File: src/sv/rmv_pkg.sv
package rmv_pkg;

    localparam int MAX_COUNT  = 65536;
    localparam int FRAC_BITS  = 16;

    localparam int SAMPLE_W   = 16;
    localparam int CNT_W      = $clog2(MAX_COUNT + 1);
    localparam int MAG_W      = SAMPLE_W + FRAC_BITS;
    localparam int MEAN_W     = MAG_W + 1;
    localparam int PROD_W     = 2 * MAG_W;
    localparam int ADD_W      = PROD_W - FRAC_BITS;
    localparam int SUM_W      = 63;
    localparam int STEP_W     = $clog2(SUM_W + 1);

    localparam int VAR_W      = 46;
    localparam int OUT_MEAN_W = 32;
    localparam int OUT_CNT_W  = 17;
    localparam int OUT_CNT_MAX = (1 << OUT_CNT_W) - 1;

    typedef struct packed {
        logic [SAMPLE_W-1:0] sample;
        logic                update;
        logic                last;
        logic [CNT_W-1:0]    n;
        logic                ovf;
    } t_cmd;

    typedef struct packed {
        logic              start;
        logic [SUM_W-1:0]  dividend;
        logic [STEP_W-1:0] steps;
        logic [CNT_W-1:0]  divisor;
    } t_div_req;

    typedef struct packed {
        logic             busy;
        logic             done;
        logic [SUM_W-1:0] quotient;
    } t_div_rsp;

endpackage

File: src/sv/rmv_front.sv
module rmv_front (
    input  logic                           i_clk,
    input  logic                           i_rst_n,
    input  logic                           i_valid,
    output logic                           o_stall,
    input  logic [rmv_pkg::SAMPLE_W-1:0]   i_sample,
    input  logic                           i_last,
    input  logic                           i_full,
    output logic                           o_push,
    output rmv_pkg::t_cmd                  o_cmd
);
    import rmv_pkg::*;

    logic [CNT_W-1:0] r_count;
    logic             r_ovf;
    logic [CNT_W-1:0] n_count;
    logic             n_ovf;
    logic             room;

    assign o_stall = i_full;
    assign o_push  = i_valid && !i_full;
    assign room    = r_count < CNT_W'(MAX_COUNT);

    always_comb begin
        o_cmd.sample = i_sample;
        o_cmd.last   = i_last;
        o_cmd.update = room;
        o_cmd.n      = room ? r_count + 1'b1 : r_count;
        o_cmd.ovf    = r_ovf || !room;
        n_count      = r_count;
        n_ovf        = r_ovf;
        if (o_push) begin
            if (i_last) begin
                n_count = '0;
                n_ovf   = 1'b0;
            end else begin
                n_count = o_cmd.n;
                n_ovf   = o_cmd.ovf;
            end
        end
    end

    always_ff @(posedge i_clk) begin
        if (!i_rst_n) begin
            r_count <= '0;
            r_ovf   <= 1'b0;
        end else begin
            r_count <= n_count;
            r_ovf   <= n_ovf;
        end
    end

`ifndef SYNTHESIS
    a_count_bound: assert property (@(posedge i_clk) disable iff (!i_rst_n)
        r_count <= CNT_W'(MAX_COUNT))
        else $error("set count beyond limit");
`endif

endmodule

File: src/sv/rmv_queue.sv
module rmv_queue (
    input  logic          i_clk,
    input  logic          i_rst_n,
    input  logic          i_push,
    input  rmv_pkg::t_cmd i_cmd,
    output logic          o_full,
    input  logic          i_pop,
    output rmv_pkg::t_cmd o_cmd,
    output logic          o_empty
);
    import rmv_pkg::*;

    t_cmd       r_mem [2];
    logic       r_wp;
    logic       r_rp;
    logic [1:0] r_cnt;

    assign o_full  = r_cnt == 2'd2;
    assign o_empty = r_cnt == 2'd0;
    assign o_cmd   = r_mem[r_rp];

    always_ff @(posedge i_clk) begin
        if (i_push) begin
            r_mem[r_wp] <= i_cmd;
        end
    end

    always_ff @(posedge i_clk) begin
        if (!i_rst_n) begin
            r_wp  <= 1'b0;
            r_rp  <= 1'b0;
            r_cnt <= '0;
        end else begin
            if (i_push) begin
                r_wp <= !r_wp;
            end
            if (i_pop) begin
                r_rp <= !r_rp;
            end
            r_cnt <= r_cnt + {1'b0, i_push} - {1'b0, i_pop};
        end
    end

`ifndef SYNTHESIS
    a_pop_nonempty: assert property (@(posedge i_clk) disable iff (!i_rst_n)
        i_pop |-> r_cnt != 2'd0)
        else $error("request popped from empty queue");
`endif

endmodule

File: src/sv/rmv_div.sv
module rmv_div (
    input  logic              i_clk,
    input  logic              i_rst_n,
    input  rmv_pkg::t_div_req i_req,
    output rmv_pkg::t_div_rsp o_rsp
);
    import rmv_pkg::*;

    logic              r_busy;
    logic              r_done;
    logic [STEP_W-1:0] r_step;
    logic [SUM_W-1:0]  r_q;
    logic [CNT_W-1:0]  r_rem;
    logic [CNT_W-1:0]  r_div;
    logic [CNT_W:0]    rem_sh;
    logic [CNT_W:0]    rem_sub;
    logic              ge;

    assign rem_sh  = {r_rem, r_q[SUM_W-1]};
    assign ge      = rem_sh >= {1'b0, r_div};
    assign rem_sub = rem_sh - {1'b0, r_div};

    assign o_rsp.busy     = r_busy;
    assign o_rsp.done     = r_done;
    assign o_rsp.quotient = r_q;

    always_ff @(posedge i_clk) begin
        if (i_req.start) begin
            r_q   <= i_req.dividend;
            r_rem <= '0;
            r_div <= i_req.divisor;
        end else if (r_busy) begin
            r_q   <= {r_q[SUM_W-2:0], ge};
            r_rem <= ge ? rem_sub[CNT_W-1:0] : rem_sh[CNT_W-1:0];
        end
    end

    always_ff @(posedge i_clk) begin
        if (!i_rst_n) begin
            r_busy <= 1'b0;
            r_done <= 1'b0;
            r_step <= '0;
        end else begin
            r_done <= 1'b0;
            if (i_req.start) begin
                r_busy <= 1'b1;
                r_step <= i_req.steps;
            end else if (r_busy) begin
                r_step <= r_step - 1'b1;
                if (r_step == STEP_W'(1)) begin
                    r_busy <= 1'b0;
                    r_done <= 1'b1;
                end
            end
        end
    end

endmodule

File: src/sv/rmv_back.sv
module rmv_back (
    input  logic                            i_clk,
    input  logic                            i_rst_n,
    input  rmv_pkg::t_cmd                   i_cmd,
    input  logic                            i_empty,
    output logic                            o_pop,
    output logic                            o_valid,
    input  logic                            i_stall,
    output logic [rmv_pkg::VAR_W-1:0]       o_variance,
    output logic signed [rmv_pkg::OUT_MEAN_W-1:0] o_mean,
    output logic [rmv_pkg::OUT_CNT_W-1:0]   o_sample_count,
    output logic                            o_overflow
);
    import rmv_pkg::*;

    localparam logic [3:0] S_IDLE = 4'd0;
    localparam logic [3:0] S_PREP = 4'd1;
    localparam logic [3:0] S_MDIV = 4'd2;
    localparam logic [3:0] S_D2   = 4'd3;
    localparam logic [3:0] S_MUL  = 4'd4;
    localparam logic [3:0] S_ACC  = 4'd5;
    localparam logic [3:0] S_VST  = 4'd6;
    localparam logic [3:0] S_VDIV = 4'd7;
    localparam logic [3:0] S_OUT  = 4'd8;

    function automatic logic [MAG_W-1:0] mag_of(input logic [MEAN_W-1:0] d);
        logic [MEAN_W-1:0] a;
        a = d[MEAN_W-1] ? (~d + 1'b1) : d;
        return a[MAG_W-1:0];
    endfunction

    function automatic logic [OUT_CNT_W-1:0] sat_count(input logic [CNT_W-1:0] c);
        logic [CNT_W+OUT_CNT_W-1:0] w;
        w = (CNT_W + OUT_CNT_W)'(c);
        if (w > (CNT_W + OUT_CNT_W)'(OUT_CNT_MAX)) begin
            return '1;
        end
        return w[OUT_CNT_W-1:0];
    endfunction

    logic [3:0]               r_state;
    logic [3:0]               n_state;
    t_cmd                     r_cmd;
    logic signed [MEAN_W-1:0] r_mean;
    logic signed [MEAN_W-1:0] n_mean;
    logic [SUM_W-1:0]         r_sum;
    logic [SUM_W-1:0]         n_sum;
    logic                     r_d1_neg;
    logic [MAG_W-1:0]         r_d1mag;
    logic [MAG_W-1:0]         r_d2mag;
    logic [PROD_W-1:0]        r_prod;
    logic [VAR_W-1:0]         r_var;
    logic                     r_out_valid;
    logic [VAR_W-1:0]         r_out_var;
    logic [OUT_MEAN_W-1:0]    r_out_mean;
    logic [OUT_CNT_W-1:0]     r_out_cnt;
    logic                     r_out_ovf;

    logic [MEAN_W-1:0]        x_fix;
    logic [MEAN_W-1:0]        d_cur;
    logic [MAG_W-1:0]         d_mag;
    logic [MEAN_W-1:0]        q_ext;
    logic [SUM_W:0]           sum_ext;
    logic                     out_load;
    t_div_req                 div_req;
    t_div_rsp                 div_rsp;

    rmv_div u_div (
        .i_clk   (i_clk),
        .i_rst_n (i_rst_n),
        .i_req   (div_req),
        .o_rsp   (div_rsp)
    );

    assign x_fix    = {r_cmd.sample[SAMPLE_W-1], r_cmd.sample, {FRAC_BITS{1'b0}}};
    assign d_cur    = x_fix - r_mean;
    assign d_mag    = mag_of(d_cur);
    assign q_ext    = {1'b0, div_rsp.quotient[MAG_W-1:0]};
    assign sum_ext  = {1'b0, r_sum} + (SUM_W + 1)'(r_prod[PROD_W-1:FRAC_BITS]);
    assign out_load = (r_state == S_OUT) && (!r_out_valid || !i_stall);
    assign o_pop    = (r_state == S_IDLE) && !i_empty;

    always_comb begin
        div_req.start    = 1'b0;
        div_req.dividend = {d_mag, {(SUM_W - MAG_W){1'b0}}};
        div_req.steps    = STEP_W'(MAG_W);
        div_req.divisor  = r_cmd.n;
        if (r_state == S_PREP) begin
            div_req.start = 1'b1;
        end else if (r_state == S_VST) begin
            div_req.start    = 1'b1;
            div_req.dividend = r_sum;
            div_req.steps    = STEP_W'(SUM_W);
        end
    end

    always_comb begin
        n_state = r_state;
        n_mean  = r_mean;
        n_sum   = r_sum;
        case (r_state)
            S_IDLE: begin
                if (!i_empty) begin
                    if (i_cmd.update) begin
                        n_state = S_PREP;
                    end else if (i_cmd.last) begin
                        n_state = S_VST;
                    end
                end
            end
            S_PREP: begin
                n_state = S_MDIV;
            end
            S_MDIV: begin
                if (div_rsp.done) begin
                    n_mean  = r_d1_neg ? r_mean - q_ext : r_mean + q_ext;
                    n_state = S_D2;
                end
            end
            S_D2: begin
                n_state = S_MUL;
            end
            S_MUL: begin
                n_state = S_ACC;
            end
            S_ACC: begin
                n_sum   = sum_ext[SUM_W] ? '1 : sum_ext[SUM_W-1:0];
                n_state = r_cmd.last ? S_VST : S_IDLE;
            end
            S_VST: begin
                n_state = S_VDIV;
            end
            S_VDIV: begin
                if (div_rsp.done) begin
                    n_state = S_OUT;
                end
            end
            S_OUT: begin
                if (out_load) begin
                    n_mean  = '0;
                    n_sum   = '0;
                    n_state = S_IDLE;
                end
            end
            default: begin
                n_state = S_IDLE;
            end
        endcase
    end

    always_ff @(posedge i_clk) begin
        if (o_pop) begin
            r_cmd <= i_cmd;
        end
        if (r_state == S_PREP) begin
            r_d1_neg <= d_cur[MEAN_W-1];
            r_d1mag  <= d_mag;
        end
        if (r_state == S_D2) begin
            r_d2mag <= d_mag;
        end
        if (r_state == S_MUL) begin
            r_prod <= r_d1mag * r_d2mag;
        end
        if (r_state == S_VDIV && div_rsp.done) begin
            r_var <= (|div_rsp.quotient[SUM_W-1:VAR_W]) ? '1
                                                         : div_rsp.quotient[VAR_W-1:0];
        end
        if (out_load) begin
            r_out_var  <= r_var;
            r_out_mean <= OUT_MEAN_W'(r_mean);
            r_out_cnt  <= sat_count(r_cmd.n);
            r_out_ovf  <= r_cmd.ovf;
        end
    end

    always_ff @(posedge i_clk) begin
        if (!i_rst_n) begin
            r_state     <= S_IDLE;
            r_mean      <= '0;
            r_sum       <= '0;
            r_out_valid <= 1'b0;
        end else begin
            r_state <= n_state;
            r_mean  <= n_mean;
            r_sum   <= n_sum;
            if (out_load) begin
                r_out_valid <= 1'b1;
            end else if (!i_stall) begin
                r_out_valid <= 1'b0;
            end
        end
    end

    assign o_valid        = r_out_valid;
    assign o_variance     = r_out_var;
    assign o_mean         = r_out_mean;
    assign o_sample_count = r_out_cnt;
    assign o_overflow     = r_out_ovf;

`ifndef SYNTHESIS
    a_div_idle_start: assert property (@(posedge i_clk) disable iff (!i_rst_n)
        div_req.start |-> !div_rsp.busy)
        else $error("divider restarted while busy");
    a_div_wait: assert property (@(posedge i_clk) disable iff (!i_rst_n)
        (r_state == S_MDIV) && !div_rsp.done |=> r_state == S_MDIV)
        else $error("mean update left before quotient");
    a_done_expected: assert property (@(posedge i_clk) disable iff (!i_rst_n)
        div_rsp.done |-> (r_state == S_MDIV) || (r_state == S_VDIV))
        else $error("quotient arrived with no one waiting");
`endif

endmodule

File: src/sv/running_mean_variance.sv
// Running mean and population variance (Welford update) over sets of signed
// 16-bit samples; i_last closes a set and yields one result with variance and
// mean in fixed point with 16 fraction bits, the sample count and an overflow
// flag, then the state clears for the next set. Samples past 65536 in a set are
// dropped and flagged. An ordinary sample occupies the datapath while the
// 32-step restoring divider scales the mean update by the count; a closing
// sample adds the 63-step division of the deviation sum. A two-entry request
// queue sits between the input side and the datapath, and the result sits in
// an output register, but a long output stall still fills the queue and then
// stalls the input.
module running_mean_variance (
    input  logic                                  i_clk,
    input  logic                                  i_rst_n,
    input  logic                                  i_valid,
    output logic                                  o_stall,
    input  logic signed [rmv_pkg::SAMPLE_W-1:0]   i_sample,
    input  logic                                  i_last,
    output logic                                  o_valid,
    input  logic                                  i_stall,
    output logic [rmv_pkg::VAR_W-1:0]             o_variance,
    output logic signed [rmv_pkg::OUT_MEAN_W-1:0] o_mean,
    output logic [rmv_pkg::OUT_CNT_W-1:0]         o_sample_count,
    output logic                                  o_overflow
);
    import rmv_pkg::*;

    t_cmd push_cmd;
    t_cmd head_cmd;
    logic push;
    logic pop;
    logic full;
    logic empty;

    rmv_front u_front (
        .i_clk    (i_clk),
        .i_rst_n  (i_rst_n),
        .i_valid  (i_valid),
        .o_stall  (o_stall),
        .i_sample (i_sample),
        .i_last   (i_last),
        .i_full   (full),
        .o_push   (push),
        .o_cmd    (push_cmd)
    );

    rmv_queue u_queue (
        .i_clk   (i_clk),
        .i_rst_n (i_rst_n),
        .i_push  (push),
        .i_cmd   (push_cmd),
        .o_full  (full),
        .i_pop   (pop),
        .o_cmd   (head_cmd),
        .o_empty (empty)
    );

    rmv_back u_back (
        .i_clk          (i_clk),
        .i_rst_n        (i_rst_n),
        .i_cmd          (head_cmd),
        .i_empty        (empty),
        .o_pop          (pop),
        .o_valid        (o_valid),
        .i_stall        (i_stall),
        .o_variance     (o_variance),
        .o_mean         (o_mean),
        .o_sample_count (o_sample_count),
        .o_overflow     (o_overflow)
    );

endmodule

File: config.mk
export PLATFORM = sky130hd
export DESIGN_NAME = running_mean_variance
export DESIGN_NICKNAME = d
export VERILOG_FILES = /design/src/sv/rmv_pkg.sv /design/src/sv/rmv_front.sv /design/src/sv/rmv_queue.sv /design/src/sv/rmv_div.sv /design/src/sv/rmv_back.sv /design/src/sv/running_mean_variance.sv
export SDC_FILE = /design/constraint.sdc
export NUM_CORES = 2
export LEC_CHECK = 0
export BUFFER_PORTS_ARGS = -buffer_cell sky130_fd_sc_hd__buf_4
export CAP_MARGIN = 40
export CELL_PAD_IN_SITES_DETAIL_PLACEMENT = 0
export CELL_PAD_IN_SITES_GLOBAL_PLACEMENT = 1
export CORE_UTILIZATION = 47
export DETAILED_ROUTE_END_ITERATION = 8
export PLACE_DENSITY = 0.82
export SYNTH_ARGS = -nofsm -noshare
export SYNTH_HDL_FRONTEND = slang
export SYNTH_SLANG_ARGS = --single-unit
export TNS_END_PERCENT = 1
File: constraint.sdc
create_clock -name i_clk -period 8 [get_ports i_clk]
set_input_delay 0.4 -clock i_clk [delete_from_list [all_inputs] [get_ports i_clk]]
set_output_delay 0.4 -clock i_clk [all_outputs]
set_load 0.01 [all_outputs]
==> results.sh <==
export IMPL_status="completed"
export IMPL_grt_usage_pct=25.0
export IMPL_grt_start_max_net_pins=75
export IMPL_cp_num_buf_inv=7
export IMPL_clkTransAtPathRegs_ns=0.06
export IMPL_syn_area_per_cell_sq_um=10.0
export IMPL_hp_class="in2reg"
export IMPL_synth_nets=7434
export IMPL_antenna_found_initial=5
export IMPL_cp_required_ns=8.41
export IMPL_place_inst=7912
export IMPL_die_h_um=364
export IMPL_synthTopCellsByArea="fa_1 (29%), edfxtp_1 (22%), ha_1 (7.7%)"
export IMPL_critPathMaxStageDelay_ns=0.54
export IMPL_hold_violations=0
export IMPL_path_max_fanout=4
export IMPL_core_region_area_sq_um=130000
export IMPL_ff2ff_setup_slack_ns=0.08
export IMPL_worstRegToRegCells=28
export IMPL_area_growth_pct=10.9
export IMPL_drc=0
export IMPL_r2r_end="u_back.r_prod[61]$_DFFE_PP_"
export IMPL_post_route_min_period_ns=7.92
export IMPL_cp_slowest_cell="fa_1"
export IMPL_tightest_slew_ns=0.983
export IMPL_async_flop_share_pct=0
export IMPL_crit_top_cell="fa_1"
export IMPL_synth_edf_count=442
export IMPL_start_util_pct=47.4
export IMPL_grt_first_pass_wirelength_um=259000
export IMPL_cts_made_buffers=60
export IMPL_synthFlopType="edfxtp_1"
export IMPL_cts_sinks=591
export IMPL_crit_type="reg2reg"
export IMPL_max_freq_ghz=0.126
export IMPL_first_pass_iters=6
export IMPL_die_w_um=364
export IMPL_slew_headroom_pct=34.0
export IMPL_cts_root_buf="clkbuf_16"
export IMPL_fin_tns_setup_ns=0
export IMPL_synth_sequential_area_ratio_pct=26.5
export IMPL_critPathLaunchType="flip-flop"
export IMPL_rows=132
export IMPL_rsz0062_at_grt="yes"
export IMPL_maxCapViolations=0
export IMPL_drv_slew=0
export IMPL_drtAntennaViolNets=0
export IMPL_crit_family="adder cells"
export IMPL_setup_viol=0
export IMPL_vias=43635
export IMPL_grt_overflow_total=0
export IMPL_cp_arrival_ns=8.33
export IMPL_endpoint_kind="flip-flop"
export IMPL_finalCritPeriodShare_pct=99.0
export IMPL_h_tree_depth=2
export IMPL_clkLatencyLatePin_ns=0.67
export IMPL_die_area_sq_um=132000
export IMPL_drive_gt1_share_pct=9.47
export IMPL_postLayoutCoreUtil_pct=52.6
export IMPL_ys_warn_count=0
export IMPL_ys_types=91
export IMPL_ys_ff_latch=591
export IMPL_wl_per_cell_um=19.9
export IMPL_place_hpwl_um=127000
export IMPL_reg2reg_from="u_back.r_d1mag[11]$_DFFE_PP_"
export IMPL_nNetsFinal=7563
export IMPL_cts_tree="built"
export IMPL_io_buffers=118
export IMPL_stdcell_count=8058
export IMPL_drt_iter0_drc=2929
export IMPL_clockBufferDepth=3
export IMPL_synthCells=6135
export IMPL_grt_pass1_vias=45920
export IMPL_yosysTopAreaCell="fa_1"
export IMPL_totalWireLength_um=160000
export IMPL_synth_top_cell_area_share_pct=29.3
export IMPL_ioPinCount=119
export IMPL_synthesis_area_sq_um=61400
export IMPL_hold_start="i_rst_n"
export IMPL_antenna_diode_count=0
export IMPL_vias_per_cell=5.42
export IMPL_hold_depth=2
export IMPL_worstHoldEndpoint="u_queue.r_wp$_SDFFE_PN0P_"
export IMPL_skew_ns=0.0482
export IMPL_place_gp_congestion=0.902
what timing repair did:
action,CTS,global route
pin swaps,10,32
setup endpoints to repair,13,22
setup buffers,6,9
hold endpoints to repair,34,0
hold buffers,17,0
resized for setup,19,39
cells by family after synthesis:
logic type / after synthesis / synth area share [%]
AO/OA/AOI/OAI: 838 / 8.95
XOR/XNOR: 243 / 3.49
adder cells (fa/ha/maj): 1278 / 37.0
buffers and inverters: 1296 / 8.01
flip-flops: 591 / 26.5
multiplexers: 52 / 0.922
AND/OR/NAND/NOR: 1837 / 15.2
worst max-delay path by stage:
stage               depth (start not counted)                          from  slack (ns)                          end
floorplan                                  28  u_back.r_d1mag[13]$_DFFE_PP_        0.06  u_back.r_prod[61]$_DFFE_PP_
global placement                           27  u_back.r_d1mag[13]$_DFFE_PP_       -0.26  u_back.r_prod[61]$_DFFE_PP_
detailed placement                         27  u_back.r_d1mag[13]$_DFFE_PP_       -0.36  u_back.r_prod[61]$_DFFE_PP_
CTS                                        27   u_back.r_d2mag[2]$_DFFE_PP_      -0.007  u_back.r_prod[61]$_DFFE_PP_
global route                               28  u_back.r_d1mag[11]$_DFFE_PP_       -0.15  u_back.r_prod[61]$_DFFE_PP_
finish                                     28  u_back.r_d1mag[11]$_DFFE_PP_        0.08  u_back.r_prod[61]$_DFFE_PP_
cell type report:
| class | instances | area [sq um] |
|---|---|---|
| Tap cell | 1742 | 2180 |
| Fill cell | 11427 | 61500 |
| Inverter | 977 | 3670 |
| Timing Repair Buffer | 386 | 3310 |
| Sequential cell | 591 | 16300 |
| Clock inverter | 46 | 581 |
| Multi-Input combinational cell | 4248 | 40600 |
| Clock buffer | 68 | 1540 |
layer usage:
layer  vias up  wire length [um]  track usage (%)
met5         -                 0                0
met4         0              4580             6.95
met3       198              9980             3.28
met2      1235             73700             40.0
met1     22263             72000             35.6
li1      19939                 -                -
cell usage in the layout, fill, tap and decap left out, types with 20 or more instances in the layout:
master and count:
a211oi_1 35, a21o_1 105, a21oi_1 265, a22o_1 39
a22oi_1 46, a311oi_1 28, a31oi_1 24, and2_1 601
and3_1 24, buf_12 20, buf_4 337, clkbuf_16 60
dfxtp_1 149, edfxtp_1 442, fa_1 890, ha_1 368
inv_1 970, mux2_2 37, nand2_1 666, nand2b_1 79
nand3_1 40, nand4_1 35, nor2_1 208, nor2b_1 24
nor3_1 49, o21a_1 20, o21ai_0 121, o21bai_1 24
xnor2_1 152, xor2_1 90
cell usage after synthesis (8+ instances only):
| cell | n |
|---|---|
| clkbuf_1 | 295 |
| fa_1 | 898 |
| ha_1 | 380 |
| nor4_1 | 19 |
| a21o_1 | 105 |
| and3_1 | 24 |
| xnor2_1 | 152 |
| and2_1 | 606 |
| a211oi_1 | 36 |
| nor2_1 | 214 |
| mux2i_1 | 15 |
| o21ai_0 | 122 |
| o21a_1 | 21 |
| nor2b_1 | 24 |
| or3_1 | 18 |
| buf_1 | 10 |
| nand4_1 | 35 |
| o31ai_1 | 10 |
| a31oi_1 | 25 |
| a22o_1 | 39 |
| a22oi_1 | 46 |
| o21bai_1 | 24 |
| o22ai_1 | 8 |
| mux2_2 | 37 |
| a21oi_1 | 266 |
| o21ai_1 | 17 |
| o211ai_1 | 8 |
| a31o_2 | 9 |
| inv_1 | 974 |
| edfxtp_1 | 442 |
| dfxtp_1 | 149 |
| xor2_1 | 90 |
| nand2_1 | 668 |
| a311oi_1 | 29 |
| nand2b_1 | 79 |
| nor3_1 | 52 |
| nand3_1 | 40 |
sequential cells by signal, indices dropped and copies added, names as in the netlist, 2 cells and up, named ones only:
signal / count
u_back.r_prod: 48
u_back.u_div.r_div: 17
u_back.u_div.r_q: 63
u_queue.r_mem: 72
u_back.o_sample_count: 17
u_back.r_mean: 33
u_back.r_cmd: 18
u_queue.r_cnt: 2
u_back.r_sum: 63
u_back.o_mean: 32
u_back.r_d2mag: 32
u_back.r_state: 4
u_back.r_var: 46
u_back.u_div.r_step: 6
u_front.r_count: 17
u_back.u_div.r_rem: 17
u_back.o_variance: 46
u_back.div_req: 17
u_back.r_d1mag: 32
stage by stage:
stage	worst slack [ns]	cell area (sq um)	hold slack (ns)
2_1_floorplan	0.0589	61400	0.400
3_3_place_gp	-0.263	65200	0.402
3_5_place_dp	-0.358	65400	0.405
4_1_cts	-0.00696	67800	0.102
5_1_grt	-0.152	68100	0.118
6_report	0.0807	68100	0.141
Power is left out: the tool's default activity adds up to more than one toggle a clock period on the data nets, which glitch-free logic cannot reach.
